===== config.mk =====
export PLATFORM = sky130hd
export DESIGN_NAME = printf_spec_parser_core
export DESIGN_NICKNAME = d
export VERILOG_FILES = /design/src/design/pspec_pkg.sv /design/src/design/printf_spec_parser_core.sv
export SDC_FILE = /design/constraint.sdc
export NUM_CORES = 1
export LEC_CHECK = 0
export BUFFER_PORTS_ARGS = -buffer_cell sky130_fd_sc_hd__buf_2
export CAP_MARGIN = 15
export CELL_PAD_IN_SITES_DETAIL_PLACEMENT = 1
export CELL_PAD_IN_SITES_GLOBAL_PLACEMENT = 2
export CORE_ASPECT_RATIO = 1.25
export CORE_MARGIN = 4
export CORE_UTILIZATION = 34
export CTS_BUF_LIST = sky130_fd_sc_hd__clkbuf_16
export CTS_CLUSTER_DIAMETER = 150
export CTS_CLUSTER_SIZE = 28
export DETAILED_ROUTE_END_ITERATION = 6
export MAX_ROUTING_LAYER = met4
export PLACE_DENSITY_LB_ADDON = 0.25
export SLEW_MARGIN = 15
export SYNTH_ARGS = -nofsm -noshare
export SYNTH_HDL_FRONTEND = slang
export SYNTH_SLANG_ARGS = --single-unit

===== constraint.sdc =====
create_clock -name clk -period 3.7 [get_ports clk]
set_input_delay 0.37 -clock clk [delete_from_list [all_inputs] [get_ports clk]]
set_output_delay 0.37 -clock clk [all_outputs]
set_load 0.1 [all_outputs]

===== src/design/pspec_pkg.sv =====
// Package for the printf conversion specifier parser.
// Holds the character codes, scan mode codes and modifier codes shared by the design.
// No dependencies.
package pspec_pkg;

  // Scan mode codes
  localparam logic [1:0] MODE_GENERAL = 2'd0;
  localparam logic [1:0] MODE_WIDTH   = 2'd1;
  localparam logic [1:0] MODE_DOT     = 2'd2;
  localparam logic [1:0] MODE_PREC    = 2'd3;

  // Pending single length modifier
  localparam logic [1:0] PEND_NONE = 2'd0;
  localparam logic [1:0] PEND_H    = 2'd1;
  localparam logic [1:0] PEND_L    = 2'd2;

  // Characters of interest
  localparam logic [7:0] CH_NUL   = 8'h00;
  localparam logic [7:0] CH_HASH  = 8'h23;
  localparam logic [7:0] CH_ZERO  = 8'h30;
  localparam logic [7:0] CH_NINE  = 8'h39;
  localparam logic [7:0] CH_MINUS = 8'h2D;
  localparam logic [7:0] CH_PLUS  = 8'h2B;
  localparam logic [7:0] CH_SPACE = 8'h20;
  localparam logic [7:0] CH_STAR  = 8'h2A;
  localparam logic [7:0] CH_DOT   = 8'h2E;
  localparam logic [7:0] CH_H     = 8'h68;
  localparam logic [7:0] CH_L     = 8'h6C;
  localparam logic [7:0] CH_J     = 8'h6A;
  localparam logic [7:0] CH_Z     = 8'h7A;

  // Flag bit positions
  localparam int FLAG_ALT   = 0;
  localparam int FLAG_ZPAD  = 1;
  localparam int FLAG_LEFT  = 2;
  localparam int FLAG_PLUS  = 3;
  localparam int FLAG_SPACE = 4;

  // Length bit positions
  localparam int LEN_HH = 0;
  localparam int LEN_H  = 1;
  localparam int LEN_LL = 2;
  localparam int LEN_L  = 3;
  localparam int LEN_J  = 4;
  localparam int LEN_Z  = 5;

  // Precision reported when a dot precision is zero, whether from zero digits or a bare dot
  localparam logic [16:0] PREC_ZERO_CODE = 17'h1FFFF;

  typedef logic [4:0] flag_bits_t;
  typedef logic [5:0] len_bits_t;

endpackage


===== src/design/printf_spec_parser_core.sv =====
// Printf conversion spec parser: input register, combinational update logic, result register.
// A terminating character passes the input register, then the result register.
// One character per cycle unless stalled; the parse state update is a single registered pass.
// Reset (rst_n low, synchronous): parse state cleared to general mode, both stages empty.
// Depends on pspec_pkg.
module printf_spec_parser_core #(
  parameter int COUNT_BITS = 16
) (
  input  logic                clk,
  input  logic                rst_n,
  input  logic                in_valid,
  output logic                in_stall,
  input  logic [7:0]          in_ch,
  output logic                out_valid,
  input  logic                out_stall,
  output logic [7:0]          out_conversion,
  output logic                out_hit_end,
  output pspec_pkg::flag_bits_t out_flag_bits,
  output pspec_pkg::len_bits_t  out_length_bits,
  output logic [15:0]         out_field_width,
  output logic                out_width_from_arg,
  output logic signed [16:0]  out_prec_value,
  output logic                out_prec_given,
  output logic                out_prec_from_arg
);
  import pspec_pkg::*;

  localparam int ACC_BITS = COUNT_BITS + 4;
  localparam logic [COUNT_BITS-1:0] COUNT_MAX = {COUNT_BITS{1'b1}};

  // Input stage
  logic       s1_valid_r;
  logic [7:0] s1_ch_r;
  logic       s1_go;
  logic       s1_fire;

  // Parse state
  logic [1:0]            mode_r, mode_nxt;
  logic [1:0]            pend_r, pend_nxt;
  flag_bits_t            flags_r, flags_nxt;
  len_bits_t             len_r, len_nxt;
  logic [COUNT_BITS-1:0] wcnt_r, wcnt_nxt;
  logic                  wstar_r, wstar_nxt;
  logic [COUNT_BITS-1:0] pcnt_r, pcnt_nxt;
  logic                  pseen_r, pseen_nxt;
  logic                  pstar_r, pstar_nxt;

  // Result stage
  logic out_valid_r;
  logic emit;
  logic [7:0]  res_conv;
  flag_bits_t  res_flags;
  len_bits_t   res_len;
  logic [15:0] res_width;
  logic        res_wstar;
  logic [16:0] res_prec;
  logic        res_pseen;
  logic        res_pstar;

  // Decimal accumulate with saturation
  function automatic logic [COUNT_BITS-1:0] add_digit(input logic [COUNT_BITS-1:0] acc,
                                                      input logic [7:0] c);
    logic [ACC_BITS-1:0] sum;
    logic [7:0]          dig;
    begin
      dig = c - CH_ZERO;
      sum = (ACC_BITS'(acc) << 3) + (ACC_BITS'(acc) << 1) + ACC_BITS'(dig[3:0]);
      if (sum[ACC_BITS-1:COUNT_BITS] != '0) begin
        add_digit = COUNT_MAX;
      end else begin
        add_digit = sum[COUNT_BITS-1:0];
      end
    end
  endfunction

  // Handshake: the input stage moves on whenever the result register can take a result
  assign s1_go    = !out_valid_r || !out_stall;
  assign s1_fire  = s1_valid_r && s1_go;
  assign in_stall = s1_valid_r && !s1_go;
  assign out_valid = out_valid_r;

  // Input register
  always_ff @(posedge clk) begin
    if (!rst_n) begin
      s1_valid_r <= 1'b0;
    end else if (!in_stall) begin
      s1_valid_r <= in_valid;
    end
  end

  always_ff @(posedge clk) begin
    if (!in_stall && in_valid) begin
      s1_ch_r <= in_ch;
    end
  end

  // Parse logic for one character
  always_comb begin
    logic        is_dig;
    logic        do_general;
    logic        skip;
    logic [31:0] wext;
    logic [31:0] pext;

    mode_nxt  = mode_r;
    pend_nxt  = pend_r;
    flags_nxt = flags_r;
    len_nxt   = len_r;
    wcnt_nxt  = wcnt_r;
    wstar_nxt = wstar_r;
    pcnt_nxt  = pcnt_r;
    pseen_nxt = pseen_r;
    pstar_nxt = pstar_r;
    emit      = 1'b0;
    skip      = 1'b0;
    do_general = 1'b1;
    is_dig    = (s1_ch_r >= CH_ZERO) && (s1_ch_r <= CH_NINE);

    // Mode-specific handling before the general path
    unique case (mode_r)
      MODE_WIDTH: begin
        if (is_dig) begin
          wcnt_nxt   = add_digit(wcnt_r, s1_ch_r);
          do_general = 1'b0;
        end else begin
          mode_nxt = MODE_GENERAL;
        end
      end
      MODE_PREC: begin
        if (is_dig) begin
          pcnt_nxt   = add_digit(pcnt_r, s1_ch_r);
          do_general = 1'b0;
        end else begin
          mode_nxt = MODE_GENERAL;
        end
      end
      MODE_DOT: begin
        mode_nxt = MODE_GENERAL;
        if (s1_ch_r == CH_STAR) begin
          pstar_nxt  = 1'b1;
          do_general = 1'b0;
        end else begin
          pseen_nxt = 1'b1;
          pcnt_nxt  = '0;
          if (is_dig) begin
            pcnt_nxt   = add_digit('0, s1_ch_r);
            mode_nxt   = MODE_PREC;
            do_general = 1'b0;
          end
        end
      end
      default: begin
        mode_nxt = MODE_GENERAL;
      end
    endcase

    // General path: resolve a pending modifier first
    if (do_general) begin
      if (pend_r == PEND_H) begin
        pend_nxt = PEND_NONE;
        if (s1_ch_r == CH_H) begin
          len_nxt[LEN_HH] = 1'b1;
          skip = 1'b1;
        end else begin
          len_nxt[LEN_H] = 1'b1;
        end
      end else if (pend_r == PEND_L) begin
        pend_nxt = PEND_NONE;
        if (s1_ch_r == CH_L) begin
          len_nxt[LEN_LL] = 1'b1;
          skip = 1'b1;
        end else begin
          len_nxt[LEN_L] = 1'b1;
        end
      end

      if (!skip) begin
        priority if (s1_ch_r == CH_HASH)  flags_nxt[FLAG_ALT]   = 1'b1;
        else if (s1_ch_r == CH_ZERO)      flags_nxt[FLAG_ZPAD]  = 1'b1;
        else if (s1_ch_r == CH_MINUS)     flags_nxt[FLAG_LEFT]  = 1'b1;
        else if (s1_ch_r == CH_PLUS)      flags_nxt[FLAG_PLUS]  = 1'b1;
        else if (s1_ch_r == CH_SPACE)     flags_nxt[FLAG_SPACE] = 1'b1;
        else if (s1_ch_r == CH_STAR)      wstar_nxt = 1'b1;
        else if (s1_ch_r == CH_DOT)       mode_nxt  = MODE_DOT;
        else if (s1_ch_r == CH_H)         pend_nxt  = PEND_H;
        else if (s1_ch_r == CH_L)         pend_nxt  = PEND_L;
        else if (s1_ch_r == CH_J)         len_nxt[LEN_J] = 1'b1;
        else if (s1_ch_r == CH_Z)         len_nxt[LEN_Z] = 1'b1;
        else if (is_dig) begin
          wcnt_nxt = add_digit('0, s1_ch_r);
          mode_nxt = MODE_WIDTH;
        end else begin
          emit = 1'b1;
        end
      end
    end

    // Result fields, taken from the state as it stands at the terminator
    wext      = 32'(wcnt_nxt);
    pext      = 32'(pcnt_nxt);
    res_conv  = s1_ch_r;
    res_flags = flags_nxt;
    res_len   = len_nxt;
    res_width = wext[15:0];
    res_wstar = wstar_nxt;
    res_prec  = (pseen_nxt && (pcnt_nxt == '0)) ? PREC_ZERO_CODE : pext[16:0];
    res_pseen = pseen_nxt;
    res_pstar = pstar_nxt;

    // Terminator clears the whole specification
    if (emit) begin
      mode_nxt  = MODE_GENERAL;
      pend_nxt  = PEND_NONE;
      flags_nxt = '0;
      len_nxt   = '0;
      wcnt_nxt  = '0;
      wstar_nxt = 1'b0;
      pcnt_nxt  = '0;
      pseen_nxt = 1'b0;
      pstar_nxt = 1'b0;
    end
  end

  // Parse state registers
  always_ff @(posedge clk) begin
    if (!rst_n) begin
      mode_r  <= MODE_GENERAL;
      pend_r  <= PEND_NONE;
      flags_r <= '0;
      len_r   <= '0;
      wcnt_r  <= '0;
      wstar_r <= 1'b0;
      pcnt_r  <= '0;
      pseen_r <= 1'b0;
      pstar_r <= 1'b0;
    end else if (s1_fire) begin
      mode_r  <= mode_nxt;
      pend_r  <= pend_nxt;
      flags_r <= flags_nxt;
      len_r   <= len_nxt;
      wcnt_r  <= wcnt_nxt;
      wstar_r <= wstar_nxt;
      pcnt_r  <= pcnt_nxt;
      pseen_r <= pseen_nxt;
      pstar_r <= pstar_nxt;
    end
  end

  // Result register valid
  always_ff @(posedge clk) begin
    if (!rst_n) begin
      out_valid_r <= 1'b0;
    end else if (s1_fire && emit) begin
      out_valid_r <= 1'b1;
    end else if (!out_stall) begin
      out_valid_r <= 1'b0;
    end
  end

  // Result register payload
  always_ff @(posedge clk) begin
    if (s1_fire && emit) begin
      out_conversion     <= res_conv;
      out_hit_end        <= (res_conv == CH_NUL);
      out_flag_bits      <= res_flags;
      out_length_bits    <= res_len;
      out_field_width    <= res_width;
      out_width_from_arg <= res_wstar;
      out_prec_value     <= $signed(res_prec);
      out_prec_given     <= res_pseen;
      out_prec_from_arg  <= res_pstar;
    end
  end

endmodule


# After elaboration in Yosys (flattened, before gate mapping)
# Index checks and enable logic that the tools add are counted.
# op_classes
add_sub_neg	5
order_cmp	2
eq_ne	17
n_mux	130
n_reduce_logical	18
# op_table
operator	n
$mux W16	22
$mux W2	46
$eq A8 B6 Y1 const B	7
$mux W1	50
$add A19 B17 Y20	2
$add A20 B4 Y20	2
$eq A8 B7 Y1 const B	4
$pmux W16 S2	1
$mux W17	1
$logic_not A16 Y1	1
$mux W5	3
$mux W6	2
$ge A8 B6 Y1 const B	1
$le A8 B6 Y1 const B	1
$logic_not A8 Y1	1
$mux W4	2
$reduce_bool A4 Y1	2
$eq A2 B2 Y1 const B	3
$logic_and A1 B1 Y1	6
$eq A2 B1 Y1 const B	2
$logic_not A1 Y1	4
$pmux W2 S2	1
$sub A4 B1 Y4 const B	1
$mux W3	1
6 further kinds	6
# word_totals
reg_bits	116
in_bits	12
wordCells	194

# Depth between registers and ports, before layout
# logic_depth
word_depth	21
ltp_mapped	15

# Least setup slack after synthesis
# No wires, ideal clock.
# synth_path
path_type	register to register
startpoint	register s1_ch_r[3] (netlist: res_conv[3])
endpoint	register out_field_width[1], data pin
setup_ps	288
arrival_ps	3386
required_time_ps	3412
slack_ps	26
stages_incl_launch_ff	15
cell_sequence	edfxtp_1 fa_1 inv_1 fa_1 nor2b_4 o31a_1 o31a_1 a211oi_2 o21bai_1 mux2_4 or3_1 buf_2 buf_2 nor2_1 a21oi_1
# synth_via
elab_chain_len	20
word_cells_on_any_way	42
# synth_rtl
item	line	source
from (decl)	printf_spec_parser_core.sv:33	logic [7:0] s1_ch_r;
from (signal assigned)	printf_spec_parser_core.sv:93	s1_ch_r <= in_ch;
$sub A4 B1 Y4	printf_spec_parser_core.sv:66	dig = c - CH_ZERO;
$add A20 B4 Y20	printf_spec_parser_core.sv:67	sum = (ACC_BITS'(acc) << 3) + (ACC_BITS'(acc) << 1) + ACC_BITS'(dig[3:0]);
$reduce_bool A4 Y1	printf_spec_parser_core.sv:68	if (sum[ACC_BITS-1:COUNT_BITS] != '0) begin
$mux W16	printf_spec_parser_core.sv:68	
$mux W16	printf_spec_parser_core.sv:122	if (is_dig) begin
$mux W16	printf_spec_parser_core.sv:120	unique case (mode_r)
$mux W16	printf_spec_parser_core.sv:189	else if (is_dig) begin
$mux W16	printf_spec_parser_core.sv:188	else if (s1_ch_r == CH_Z) len_nxt[LEN_Z] = 1'b1;
(+5 left out)	n/a	
$mux W16	printf_spec_parser_core.sv:182	else if (s1_ch_r == CH_SPACE) flags_nxt[FLAG_SPACE] = 1'b1;
$mux W16	printf_spec_parser_core.sv:181	else if (s1_ch_r == CH_PLUS) flags_nxt[FLAG_PLUS] = 1'b1;
$mux W16	printf_spec_parser_core.sv:180	else if (s1_ch_r == CH_MINUS) flags_nxt[FLAG_LEFT] = 1'b1;
$mux W16	printf_spec_parser_core.sv:179	else if (s1_ch_r == CH_ZERO) flags_nxt[FLAG_ZPAD] = 1'b1;
$mux W16	printf_spec_parser_core.sv:178	priority if (s1_ch_r == CH_HASH) flags_nxt[FLAG_ALT] = 1'b1;
$mux W16	printf_spec_parser_core.sv:177	if (!skip) begin
$mux W16 (*)	printf_spec_parser_core.sv:158	if (do_general) begin
net res_width[1]	printf_spec_parser_core.sv:54	logic [15:0] res_width;
to (signal assigned)	printf_spec_parser_core.sv:267	out_field_width <= res_width;
to (decl)	printf_spec_parser_core.sv:20	output logic [15:0] out_field_width,
# Mark *: on every way through the listed nets, which the timed path passes. The rest lies on a longest branch. The select of a mux whose other input is x is not followed.
# A chain may end at the register's enable or synchronous reset.

# Final worst setup path
# layout_path
startpoint	register s1_ch_r[3] (netlist: res_conv[3])
endpoint	register out_field_width[5], data pin
# The elaborated chain is that of the path after synthesis.

==> out/results.ini <==
[route]
viasPerCell = 5.526
wl_per_cell_um = 20.25
drt_first_iter_violations = 240
via_count = 6272
drt_wl_total_um = 22990
drt_drc_violations_left = 0
drt_pass1_iterations = 4
route.antenna.remaining_nets = 0

[die]
core_region_area_sq_um = 20100
boundaryPins = 70
core.rowCount = 58
die_y_um = 168.0
total_die_area_sq_um = 22840
initial_core_utilization_pct = 34.62
die_w_um = 136.0

[critical_path]
cpMostUsedCell = sky130_fd_sc_hd__o31a_1
critical_path.cell_chain = fa_1 -> inv_2 -> fa_2 -> nor2b_4 -> o31a_1 -> o31a_1 -> a211oi_2 -> o21bai_1 -> mux2_4 -> or3_4 -> buf_12 -> nor2_4 -> o21ai_2
critPathLaunchType = register
worst-endpoint-arrival_ns = 3.92
required_ns = 3.86
timing.critical_path.fanout_max = 7
worst-setup-path-type = reg2reg
critPathMaxStageDelay_ns = 0.57
worst-path-buf-inv = 2
cp_top_family = adder cells
crit_slowest_cell = sky130_fd_sc_hd__fa_1
worst_setup_path_end_kind = register

[clocking]
cts.clk_slew.worst_paths_ns = 0.06
cts.htree.levels = 4
clockRootBuffer = sky130_fd_sc_hd__clkbuf_16
numCtsBuffers = 17
cts_num_sinks = 116
tritoncts_clock_tree = done
hold_buffers = 0
ctsLongestPathBuffers = 2
worst_skew_pair.late_latency_ns = 0.42

[sta]
setup_viol = 15
fin_setup_tns_ns = -0.5663
report.final.hold_viol_count = 0
max_slew_margin_pct = 42.24
timing.fmax_mhz = 265.8
setup_repair_after_global_routing_missed_its_margin = true
final.setup.worst_slack_ns = -0.06176
clock_period_minus_worst_slack_ns = 3.762
layout_worst_path_cycle_share_pct = 101.7
final-max-slew-violation-count = 0
clock-skew-final_ns = 0.009010
worstMarginPinSlew_ns = 0.8654

[yosys]
synth-warning-count = 0
synthCells = 738
yosys_most_used_dff = sky130_fd_sc_hd__edfxtp_1
ys_seq_area_share_pct = 42.57
synth.net_count = 816
postSynthRegisterBits = 116
synth_cell_types = 65
asr_flop_ratio_synth_pct = 0
avgSynthCellArea_sq_um = 9.430
synth-edff-count = 64
mappedNetlistArea_sq_um = 6959

[finish]
area.sequential_sq_um = 2963
layout-area-overhead-vs-synth_pct = 26.82
num-fill-cells = 2319
final_nets = 930
layout-drive-gt1-share_pct = 25.43
layout.cells.non_filler = 1135
multi_input_comb_area_sq_um = 4043
num_antenna_cells = 0

[placement]
detailedPlacementHpwl_um = 16870
gp_routability_congestion = 0.8929
placed_cells_incl_taps = 1092
portBuffers = 69

[grt]
number_of_antenna_violations_at_the_first_check_in_global_routing = 0
first_global_vias = 6657
grt_overflow_total = 0
grt_start_max_net_pins = 57
grt_use_total_pct = 20.63
grt_pass1_wl_um = 36040

[worst_hold_path]
worst_hold_path_type = in2reg

[outcome]
outcome = complete, but fails checks
violations = setup timing

[power_and_ir_drop]
power.density_nw_per_um2 = 396.9
design_power_total_mw = 3.503
peakVddDrop_uv = 320.9
leakagePower_nw = 3.830

[flow_run]
max-cap-violations = 0

[per-stage QoR]
step / instance area, sq um / hold slack [ns] / setup WS, ns / util (%)
6_report: 8826 / 0.1267 / -0.06176 / 43.91
5_1_grt: 8826 / 0.1226 / -0.2097 / 43.91
4_1_cts: 8514 / 0.1118 / -0.004362 / 42.36
3_5_place_dp: 7866 / 0.4524 / -0.1717 / 39.13
3_3_place_gp: 7866 / 0.4396 / -0.08985 / 39.13
2_1_floorplan: 6959 / 0.4280 / 0.02606 / -
[timing repair]
item                                    4_1_cts  5_1_grt
pin swaps                                     6       38
setup buffers                                 2        8
gates resized for setup                      13       75
cloned                                        0        1
endpoints found under the setup margin       48       61
[registers in the layout (all words and copies together) (netlist names), 2 cells and up]
signal           cells
out_field_width     16
out_flag_bits        5
mode_r               2
out_prec_value      17
len_r                6
out_length_bits      6
wcnt_r              16
flags_r              5
pcnt_r              16
out_conversion       8
pend_r               2
res_conv             8
[metal layers]
metal,GRT usage [%],wire [um],vias up
li1,-,-,2993
met1,22.99,9060,3130
met2,37.78,12740,115
met3,3.048,649,34
met4,6.181,531,0
met5,-,0,-
[report_power, final]
part / switching, mW / internal (mW) / leakage [nW]
registers: 0.0222 / 1.40 / 1.02
clock network: 0.621 / 1.05 / 0.293
logic: 0.338 / 0.0709 / 2.52
total: 0.980 / 2.52 / 3.83
[synth_stat cells, types with 7 or more instances]
cell	n	share of area (%)
sky130_fd_sc_hd__or2_2	8	0.72
sky130_fd_sc_hd__nor2b_1	10	0.90
sky130_fd_sc_hd__inv_1	20	1.1
sky130_fd_sc_hd__ha_1	62	11
sky130_fd_sc_hd__nand2b_1	10	0.90
sky130_fd_sc_hd__a22oi_1	15	1.6
sky130_fd_sc_hd__a21o_1	16	1.7
sky130_fd_sc_hd__nand3_1	29	2.1
sky130_fd_sc_hd__buf_2	9	0.65
sky130_fd_sc_hd__nor2_1	68	3.7
sky130_fd_sc_hd__a31oi_1	12	1.1
sky130_fd_sc_hd__dfxtp_1	52	15
sky130_fd_sc_hd__o21a_1	7	0.76
sky130_fd_sc_hd__nand2_1	68	3.7
sky130_fd_sc_hd__clkbuf_1	19	1.0
sky130_fd_sc_hd__o21ai_0	59	4.2
sky130_fd_sc_hd__xnor2_1	15	1.9
sky130_fd_sc_hd__edfxtp_1	64	28
sky130_fd_sc_hd__nor3_1	12	0.86
sky130_fd_sc_hd__and2_1	9	0.81
sky130_fd_sc_hd__a21oi_1	61	4.4
sky130_fd_sc_hd__nand4_1	7	0.63
[cell usage in the layout (no fill, tap or decap), types with 15 or more instances in the layout]
cell type and n:
sky130_fd_sc_hd__buf_2 69, sky130_fd_sc_hd__edfxtp_1 64, sky130_fd_sc_hd__nand3_1 28, sky130_fd_sc_hd__a21oi_1 53, sky130_fd_sc_hd__xnor2_1 15, sky130_fd_sc_hd__nor2_1 56
sky130_fd_sc_hd__inv_1 20, sky130_fd_sc_hd__o21ai_0 36, sky130_fd_sc_hd__nand2_1 68, sky130_fd_sc_hd__clkbuf_16 18, sky130_fd_sc_hd__o21ai_1 17, sky130_fd_sc_hd__dfxtp_1 52
sky130_fd_sc_hd__a21o_1 16, sky130_fd_sc_hd__buf_4 51, sky130_fd_sc_hd__ha_1 62
[area by class of cell]
cell class	instances	share of cell area, %
Clock inverter	15	1.885
Sequential cell	116	33.57
Inverter	20	0.8506
Multi-Input combinational cell	572	45.80
Tap cell	270	3.828
Clock buffer	17	4.820
Timing Repair Buffer	125	9.243
[cell families after synthesis]
group / count (synthesis) / synth area share, %
multiplexers: 3 / 0.5034
flip-flops: 116 / 42.57
XOR/XNOR: 21 / 2.643
AO/OA/AOI/OAI: 235 / 21.84
AND/OR/NAND/NOR: 247 / 17.24
buffers and inverters: 50 / 2.895
adder cells (fa/ha/maj): 66 / 12.30
[path summary, 6_finish.rpt]
| check | from | end | slack, ns | depth (start not counted) |
|---|---|---|---|---|
| setup / recovery | res_conv[3]$_DFFE_PP_ | out_field_width[5]$_DFFE_PP_ | -0.06 | 13 |
| hold / removal | in_ch[4] | res_conv[4]$_DFFE_PP_ | 0.13 | 1 |
| setup reg to reg | res_conv[3]$_DFFE_PP_ | out_field_width[5]$_DFFE_PP_ | -0.06 | 13 |
| hold reg to reg | len_r[2]$_SDFFE_PN0P_ | len_r[2]$_SDFFE_PN0P_ | 0.47 | 2 |
No activity file was read; power rests on OpenSTA's default activity.
